## src/sv/dcs_pkg.sv

```systemverilog
// Types, codes and default register values for the drive command sequencer.
// No dependencies.
`timescale 1ns / 1ps

package dcs_pkg;

    localparam int PWM_W  = 10;
    localparam int CMD_W  = 4;
    localparam int HOLD_W = 5;
    localparam int MODE_W = 3;
    localparam int CFG_W  = 3;

    typedef logic [PWM_W-1:0]  pwm_t;
    typedef logic [CMD_W-1:0]  cmd_t;
    typedef logic [HOLD_W-1:0] hold_t;
    typedef logic [MODE_W-1:0] mode_code_t;
    typedef logic [CFG_W-1:0]  cfg_index_t;

    localparam cmd_t CMD_NONE   = 4'd0;
    localparam cmd_t CMD_KEEP   = 4'd1;
    localparam cmd_t CMD_STOP   = 4'd2;
    localparam cmd_t CMD_RLANE  = 4'd3;
    localparam cmd_t CMD_LLANE  = 4'd4;
    localparam cmd_t CMD_TRIGHT = 4'd5;
    localparam cmd_t CMD_TLEFT  = 4'd6;
    localparam cmd_t CMD_KLEFT  = 4'd7;
    localparam cmd_t CMD_KRIGHT = 4'd8;

    localparam mode_code_t MODE_CODE_READY = 3'd0;
    localparam mode_code_t MODE_CODE_KEEP  = 3'd1;
    localparam mode_code_t MODE_CODE_STOP  = 3'd2;
    localparam mode_code_t MODE_CODE_LLANE = 3'd3;
    localparam mode_code_t MODE_CODE_RLANE = 3'd4;
    localparam mode_code_t MODE_CODE_LTURN = 3'd5;
    localparam mode_code_t MODE_CODE_RTURN = 3'd6;

    localparam cfg_index_t CFG_CRUISE  = 3'd0;
    localparam cfg_index_t CFG_STOPPED = 3'd1;
    localparam cfg_index_t CFG_REVERSE = 3'd2;
    localparam cfg_index_t CFG_CENTER  = 3'd3;
    localparam cfg_index_t CFG_FLEFT   = 3'd4;
    localparam cfg_index_t CFG_FRIGHT  = 3'd5;
    localparam cfg_index_t CFG_NLEFT   = 3'd6;
    localparam cfg_index_t CFG_NRIGHT  = 3'd7;

    localparam pwm_t RST_CRUISE  = 10'd400;
    localparam pwm_t RST_STOPPED = 10'd370;
    localparam pwm_t RST_REVERSE = 10'd270;
    localparam pwm_t RST_CENTER  = 10'd360;
    localparam pwm_t RST_FLEFT   = 10'd455;
    localparam pwm_t RST_FRIGHT  = 10'd265;
    localparam pwm_t RST_NLEFT   = 10'd380;
    localparam pwm_t RST_NRIGHT  = 10'd340;
    localparam pwm_t RST_LAST_STEER = 10'd360;

    localparam hold_t HOLD_NONE  = 5'd0;
    localparam hold_t HOLD_SHORT = 5'd10;
    localparam hold_t HOLD_TURN  = 5'd12;
    localparam hold_t HOLD_LONG  = 5'd20;

    localparam logic [1:0] LANE_STEP_FIRST  = 2'd0;
    localparam logic [1:0] LANE_STEP_SECOND = 2'd1;
    localparam logic [1:0] LANE_STEP_THIRD  = 2'd2;
    localparam logic [1:0] LANE_STEP_FINISH = 2'd3;

    typedef enum logic [6:0] {
        MODE_READY = 7'b0000001,
        MODE_KEEP  = 7'b0000010,
        MODE_STOP  = 7'b0000100,
        MODE_LLANE = 7'b0001000,
        MODE_RLANE = 7'b0010000,
        MODE_LTURN = 7'b0100000,
        MODE_RTURN = 7'b1000000
    } mode_t;

    typedef struct packed {
        logic command_valid;
        cmd_t command;
    } dcs_in_t;

    typedef struct packed {
        logic       publish;
        pwm_t       steer_out;
        pwm_t       throttle_out;
        hold_t      hold_tenths;
        mode_code_t mode_code;
    } dcs_out_t;

    function automatic mode_code_t mode_to_code(mode_t m);
        mode_code_t code;
        unique case (m)
            MODE_READY: code = MODE_CODE_READY;
            MODE_KEEP:  code = MODE_CODE_KEEP;
            MODE_STOP:  code = MODE_CODE_STOP;
            MODE_LLANE: code = MODE_CODE_LLANE;
            MODE_RLANE: code = MODE_CODE_RLANE;
            MODE_LTURN: code = MODE_CODE_LTURN;
            MODE_RTURN: code = MODE_CODE_RTURN;
            default:    code = MODE_CODE_READY;
        endcase
        return code;
    endfunction

endpackage

```

## src/sv/drive_command_sequencer.sv

```systemverilog
// Each result is registered in the output stage before it reaches m_data.
// Throughput: one input transfer per cycle while the skid entry is empty; a two-entry output stage keeps
// taking input while one result waits for the downstream side.
// Reset (aresetn, synchronous, active low) returns the mode to ready, clears the
// latched command and the step counters, and restores the default PWM registers.
`timescale 1ns / 1ps

module drive_command_sequencer import dcs_pkg::*; (
    input  logic       aclk,
    input  logic       aresetn,
    input  logic       s_valid,
    output logic       s_ready,
    input  dcs_in_t    s_data,
    output logic       m_valid,
    input  logic       m_ready,
    output dcs_out_t   m_data,
    input  logic       cfg_valid,
    output logic       cfg_ready,
    input  cfg_index_t cfg_index,
    input  pwm_t       cfg_wdata
);

    pwm_t cruise_reg, stopped_reg, reverse_reg, center_reg;
    pwm_t fleft_reg, fright_reg, nleft_reg, nright_reg;

    mode_t      mode_reg, mode_next;
    cmd_t       latched_reg, latched_next;
    pwm_t       last_steer_reg, last_steer_next;
    logic [1:0] rstep_reg, rstep_next;
    logic [1:0] lstep_reg, lstep_next;
    logic       stop_step_reg, stop_step_next;

    dcs_out_t main_reg, skid_reg;
    logic     main_valid_reg, skid_valid_reg;
    dcs_out_t result;

    logic in_xfer, out_xfer;

    assign cfg_ready = 1'b1;
    assign s_ready   = !skid_valid_reg;
    assign m_valid   = main_valid_reg;
    assign m_data    = main_reg;
    assign in_xfer   = s_valid && s_ready;
    assign out_xfer  = main_valid_reg && m_ready;

    always_ff @(posedge aclk) begin
        if (!aresetn) begin
            cruise_reg  <= RST_CRUISE;
            stopped_reg <= RST_STOPPED;
            reverse_reg <= RST_REVERSE;
            center_reg  <= RST_CENTER;
            fleft_reg   <= RST_FLEFT;
            fright_reg  <= RST_FRIGHT;
            nleft_reg   <= RST_NLEFT;
            nright_reg  <= RST_NRIGHT;
        end else if (cfg_valid) begin
            unique case (cfg_index)
                CFG_CRUISE:  cruise_reg  <= cfg_wdata;
                CFG_STOPPED: stopped_reg <= cfg_wdata;
                CFG_REVERSE: reverse_reg <= cfg_wdata;
                CFG_CENTER:  center_reg  <= cfg_wdata;
                CFG_FLEFT:   fleft_reg   <= cfg_wdata;
                CFG_FRIGHT:  fright_reg  <= cfg_wdata;
                CFG_NLEFT:   nleft_reg   <= cfg_wdata;
                CFG_NRIGHT:  nright_reg  <= cfg_wdata;
                default:     cruise_reg  <= cruise_reg;
            endcase
        end
    end

    always_comb begin
        cmd_t       cmd;
        mode_t      target;
        mode_t      moved;
        logic [1:0] step;
        pwm_t       first_steer;
        pwm_t       third_steer;
        logic       lane_right;

        cmd = latched_reg;
        if (s_data.command_valid) begin
            cmd = s_data.command;
        end

        case (cmd)
            CMD_RLANE:  target = MODE_RLANE;
            CMD_LLANE:  target = MODE_LLANE;
            CMD_TRIGHT: target = MODE_RTURN;
            CMD_TLEFT:  target = MODE_LTURN;
            default:    target = mode_reg;
        endcase

        unique case (mode_reg)
            MODE_READY: moved = (cmd == CMD_KEEP) ? MODE_KEEP : MODE_READY;
            MODE_KEEP:  moved = (cmd == CMD_STOP) ? MODE_STOP : target;
            MODE_STOP:  moved = (cmd == CMD_KEEP) ? MODE_KEEP : target;
            default: begin
                if (cmd == CMD_KEEP) begin
                    moved = MODE_KEEP;
                end else if (cmd == CMD_STOP) begin
                    moved = MODE_STOP;
                end else begin
                    moved = mode_reg;
                end
            end
        endcase

        lane_right  = (moved == MODE_RLANE);
        step        = lane_right ? rstep_reg : lstep_reg;
        first_steer = lane_right ? fright_reg : fleft_reg;
        third_steer = lane_right ? fleft_reg : fright_reg;

        mode_next       = moved;
        latched_next    = cmd;
        last_steer_next = last_steer_reg;
        rstep_next      = rstep_reg;
        lstep_next      = lstep_reg;
        stop_step_next  = stop_step_reg;
        result.publish      = 1'b1;
        result.steer_out    = '0;
        result.throttle_out = '0;
        result.hold_tenths  = HOLD_NONE;

        unique case (moved)
            MODE_KEEP: begin
                result.throttle_out = cruise_reg;
                if (cmd == CMD_KLEFT) begin
                    result.steer_out = nleft_reg;
                end else if (cmd == CMD_KRIGHT) begin
                    result.steer_out = nright_reg;
                end else begin
                    result.steer_out = center_reg;
                end
            end
            MODE_STOP: begin
                result.hold_tenths = HOLD_SHORT;
                if (!stop_step_reg) begin
                    result.steer_out    = last_steer_reg;
                    result.throttle_out = reverse_reg;
                    stop_step_next      = 1'b1;
                end else begin
                    result.throttle_out = stopped_reg;
                    stop_step_next      = 1'b0;
                    mode_next           = MODE_READY;
                end
            end
            MODE_RLANE, MODE_LLANE: begin
                result.throttle_out = cruise_reg;
                case (step)
                    LANE_STEP_FIRST: begin
                        last_steer_next    = first_steer;
                        result.steer_out   = first_steer;
                        result.hold_tenths = HOLD_LONG;
                        step               = LANE_STEP_SECOND;
                    end
                    LANE_STEP_SECOND: begin
                        result.steer_out   = center_reg;
                        result.hold_tenths = HOLD_SHORT;
                        step               = LANE_STEP_THIRD;
                    end
                    LANE_STEP_THIRD: begin
                        result.steer_out   = third_steer;
                        result.hold_tenths = HOLD_LONG;
                        step               = LANE_STEP_FINISH;
                    end
                    default: begin
                        result.publish      = 1'b0;
                        result.throttle_out = '0;
                        mode_next           = MODE_KEEP;
                        latched_next        = CMD_KEEP;
                        step                = LANE_STEP_FIRST;
                    end
                endcase
                if (lane_right) begin
                    rstep_next = step;
                end else begin
                    lstep_next = step;
                end
            end
            MODE_RTURN, MODE_LTURN: begin
                result.steer_out    = (moved == MODE_RTURN) ? fright_reg : fleft_reg;
                result.throttle_out = cruise_reg;
                result.hold_tenths  = HOLD_TURN;
                mode_next           = MODE_KEEP;
                latched_next        = CMD_KEEP;
            end
            default: begin
                mode_next           = MODE_READY;
                last_steer_next     = center_reg;
                result.steer_out    = center_reg;
                result.throttle_out = stopped_reg;
            end
        endcase

        result.mode_code = mode_to_code(mode_next);
    end

    always_ff @(posedge aclk) begin
        if (!aresetn) begin
            mode_reg       <= MODE_READY;
            latched_reg    <= CMD_NONE;
            last_steer_reg <= RST_LAST_STEER;
            rstep_reg      <= LANE_STEP_FIRST;
            lstep_reg      <= LANE_STEP_FIRST;
            stop_step_reg  <= 1'b0;
        end else if (in_xfer) begin
            mode_reg       <= mode_next;
            latched_reg    <= latched_next;
            last_steer_reg <= last_steer_next;
            rstep_reg      <= rstep_next;
            lstep_reg      <= lstep_next;
            stop_step_reg  <= stop_step_next;
        end
    end

    always_ff @(posedge aclk) begin
        if (!aresetn) begin
            main_valid_reg <= 1'b0;
            skid_valid_reg <= 1'b0;
        end else if (out_xfer) begin
            if (skid_valid_reg) begin
                main_reg       <= skid_reg;
                skid_valid_reg <= 1'b0;
            end else begin
                main_valid_reg <= in_xfer;
                if (in_xfer) begin
                    main_reg <= result;
                end
            end
        end else if (in_xfer) begin
            if (!main_valid_reg) begin
                main_reg       <= result;
                main_valid_reg <= 1'b1;
            end else begin
                skid_reg       <= result;
                skid_valid_reg <= 1'b1;
            end
        end
    end

endmodule

```

## config.mk

```make
export PLATFORM = sky130hd
export DESIGN_NAME = drive_command_sequencer
export DESIGN_NICKNAME = d
export VERILOG_FILES = /design/src/sv/dcs_pkg.sv /design/src/sv/drive_command_sequencer.sv
export SDC_FILE = /design/constraint.sdc
export NUM_CORES = 1
export LEC_CHECK = 0
export ABC_AREA = 1
export BUFFER_PORTS_ARGS = -buffer_cell sky130_fd_sc_hd__buf_2
export CAP_MARGIN = 15
export CORE_MARGIN = 1
export CORE_UTILIZATION = 55
export CTS_CLUSTER_SIZE = 16
export DETAILED_ROUTE_END_ITERATION = 8
export PLACE_DENSITY = 0.69
export SLEW_MARGIN = 0
export SYNTH_ARGS = -nofsm -noshare
export SYNTH_HDL_FRONTEND = slang
export SYNTH_SLANG_ARGS = --single-unit
```

## constraint.sdc

```tcl
create_clock -name aclk -period 6 [get_ports aclk]
set_input_delay 0.3 -clock aclk [delete_from_list [all_inputs] [get_ports aclk]]
set_output_delay 0.3 -clock aclk [all_outputs]
set_load 0.005 [all_outputs]
```

==> Implementation_results.wiki <==
{| class="wikitable"
! Metric !! Value
|-
| Kind of launch point of the worst setup path || register
|-
| Post-cts sizing count || 0
|-
| DR iter-0 viols || 909
|-
| Complex-gate fraction of the synthesized area || 13.8%
|-
| Area share of the largest cell type after synthesis || 24.9%
|-
| Kind of capture point of the worst setup path || register
|-
| Portion of the post-synthesis area used by sequential elements || 44.2%
|-
| Post-synthesis share of cell area spent on and, or, nand and nor gates || 31.9%
|-
| Relative area change from synthesis to final layout || 9.91%
|-
| Std cell rows || 45
|-
| Number of buffers inserted during clock tree synthesis || 17
|-
| Worst-case vdd ir drop || 0.199 mV
|-
| Critical path class || register to register
|-
| Async set-or-reset flop fraction in the synthesized netlist || 0%
|-
| Dpl cells || 1407
|-
| Total of max-cap violations || 0
|-
| Wire length per cell after detailed routing || 16.0 µm
|-
| Main combinational cell family by area after synthesis || simple AND/OR/NAND/NOR gates
|-
| Routed vias || 7864
|-
| Share of final-layout standard cells stronger than drive strength 1 || 12.5%
|-
| CTS H-tree lvls || 4
|-
| Total count of hold-check failures in the final report || 0
|-
| Fraction of the mapped netlist area in adder cells || 0.575%
|-
| Count of input and output buffers || 52
|-
| Number of distinct library cells after synthesis || 41
|-
| Buffer depth of the longest clock path || 2
|-
| Initial standard-cell utilization of the core || 56.8%
|-
| Syn Nets || 1231
|-
| Largest incremental delay on the critical path || 0.67 ns
|-
| Chip Width || 128 µm
|-
| Post-cts hold buffer count || 0
|-
| Net count of the finished layout || 1243
|-
| Wire length after detailed routing || 23100 µm
|-
| Per-instance average area after synthesis || 7.22 µm²
|-
| Initial antenna violation count || 0
|-
| Share of the clock period used by the worst path after layout || 70.0%
|-
| Last weighted congestion value of the routability-driven placer || 0.944
|-
| I/O pin cnt || 55
|-
| Worst setup slack after placement || 1.76 ns
|-
| Final critical path time including I/O delays and setup || 4.20 ns
|-
| Power density over the cells || 291 mW/mm²
|-
| HPWL after detailed placement || 16400 µm
|-
| Maximum number of pins on one net before global-route repair || 82
|-
| Cell chosen for the clock root || clkbuf_16
|-
| Remaining global-route overflow || 0
|-
| Area of the die || 0.0163 mm²
|-
| First-pass GRT wire length || 37100 µm
|-
| DRT Pass-1 Iters || 5
|-
| Worst rel slew slack || 42.3%
|-
| Clock insertion delay at the later pin of the skew report || 0.44 ns
|-
| Required time worst endpoint || 6.20 ns
|-
| Library cell with the largest summed area after synthesis || dfxtp_1
|-
| Count of yosys warnings during synthesis || 0
|-
| Height of the chip || 128 µm
|-
| Post-route DRC violation count || 0
|-
| Number of buffers inserted by post-CTS setup repair || 0
|-
| Maximum clock frequency || 0.238 GHz
|-
| CP arrival || 4.40 ns
|-
| Finished Layout Cells || 1440
|-
| Fraction of synthesized area in multiplexers || 0%
|-
| Transition at the pin with the smallest max-transition slack || 0.864 ns
|-
| Post-synth EDFFs || 56
|-
| Crit-path slowest cell || nor2_2
|-
| Run status || finished, final reports clean
|-
| Class of the most critical hold timing path || input pin to register
|-
| Total power || 0.00278 W
|-
| Post-synthesis xor/xnor area fraction || 0%
|-
| Static Leak || 4.40 nW
|-
| Synthesized instance count || 1204
|-
| CTS tree || yes
|-
| Non-Filler Cell Area, Final || 0.00956 mm²
|-
| CP most frequent cell || inv_1
|-
| Number of slew-limit violations in the final report || 0
|-
| Post-detailed-route via-to-cell ratio || 5.46
|-
| Setup TNS Final || 0 ns
|-
| Max Clock Skew || 0.0116 ns
|-
| Diodes inserted || 0
|-
| Number of flip-flops and latches in the synthesized netlist || 164
|-
| Biggest area contributors in the synthesized netlist || dfxtp_1, edfxtp_1, nand2_1
|-
| Total core area || 0.0153 mm²
|-
| Post-route worst setup slack || 1.80 ns
|-
| Post-synthesis instance area || 0.00870 mm²
|-
| Leading cell type by number of instances after synthesis || nand2_1
|-
| Final setup violation count || 0
|-
| Top cell types by occurrence after synthesis || nand2_1, nand3_1, inv_1, nor2_1, dfxtp_1
|-
| Crit path max fanout || 26
|-
| GRT Util Overall || 29.8%
|-
| Main synth FF type || dfxtp_1
|-
| Cell-by-cell listing of the critical path || inv_1 -> nor2_1 -> nand2_1 -> nor2_2 -> nand2_2 -> nand2_4 -> nand2_1 -> nand2_2 -> nand3_1 -> nor2_2 -> nand2_4 -> o21ai_0 -> inv_1 -> ha_1 -> a21oi_1 -> nand3_1 -> o21ai_1 -> inv_1
|-
| Number of global-route vias before repair || 6988
|-
| Area after DPL || 0.00894 mm²
|-
| Detail Route Antenna Nets || 0
|-
| Total clock sinks || 164
|-
| Unrepaired setup endpoints after global routing || no
|-
| Clock-pin slew of the registers on the worst-case setup and hold paths || 0.07 ns
|}
## per-stage QoR
step	utilization (%)	hold WS (ns)
after global placement	58.4	0.435
after detailed placement	58.4	0.438
final	62.4	0.194
after floorplan	-	0.424
after CTS	62.3	0.178
after global routing	62.4	0.202
## worst paths after layout
path / startpoint / end / slack, ns / depth (start not counted)
worst max register to register: mode_reg[1]$_SDFFE_PN0P_ / m_data[6]$_DFFE_PP_ / 1.80 / 18
worst min-delay path: m_ready / m_valid$_SDFFE_PN0P_ / 0.19 / 4
worst max-delay path: mode_reg[1]$_SDFFE_PN0P_ / m_data[6]$_DFFE_PP_ / 1.80 / 18
worst min register to register: last_steer_reg[1]$_SDFFE_PN0P_ / last_steer_reg[1]$_SDFFE_PN0P_ / 0.45 / 2
## power by group
group	leakage [nW]	switching, W	internal (W)
Combinational	2.72	0.000301	0.000132
Clock	0.293	0.000483	0.000624
Sequential	1.40	0.0000233	0.00122
## cell type report
| cell class | instances | area (µm²) |
|---|---|---|
| clock buffer | 20 | 468 |
| clock inverter | 12 | 134 |
| fill | 1409 | 5750 |
| inverter | 130 | 490 |
| multi-input combinational | 844 | 4040 |
| sequential | 164 | 3840 |
| tap | 211 | 264 |
| timing repair buffer | 59 | 320 |
## per-layer routing
| metal | vias to the layer above | part of all wire [%] | track usage (%) | wire (µm) |
|---|---|---|---|---|
| met4 | 0 | 3.3 | 13.2 | 754 |
| li1 | 3964 | - | - | - |
| met1 | 3542 | 46 | 41.8 | 10700 |
| met3 | 56 | 6.1 | 4.63 | 1420 |
| met5 | - | 0 | 0 | 0 |
| met2 | 302 | 44 | 45.4 | 10200 |
## placed cells by master (no fill, tap or decap), drive strengths merged, types with 18 or more instances in the layout
cell,instances
o21ai,128
a21oi,62
clkbuf,20
edfxtp,56
nand2,311
inv,133
nor2,128
buf,59
o211ai,18
nand3,157
dfxtp,108
## cells by family (layout without fill, tap and decap cells)
group	count (synthesis)	in the layout
fa+ha+maj	4	4
flops	164	164
simple gates	616	616
buf+inv	196	221
compound gates	222	222
other cells	2	2
## critical path, delay by kind of cell (launching register included)
kind / cells / cell delay [ns]
and+or+nand+nor: 11 / 1.94
AOI/OAI and AO/OA: 3 / 0.95
adders and majority gates: 1 / 0.39
buffers and inverters: 3 / 0.23
DFF: 1 / 0.44
Note: power is estimated with default switching activity, not from simulation.
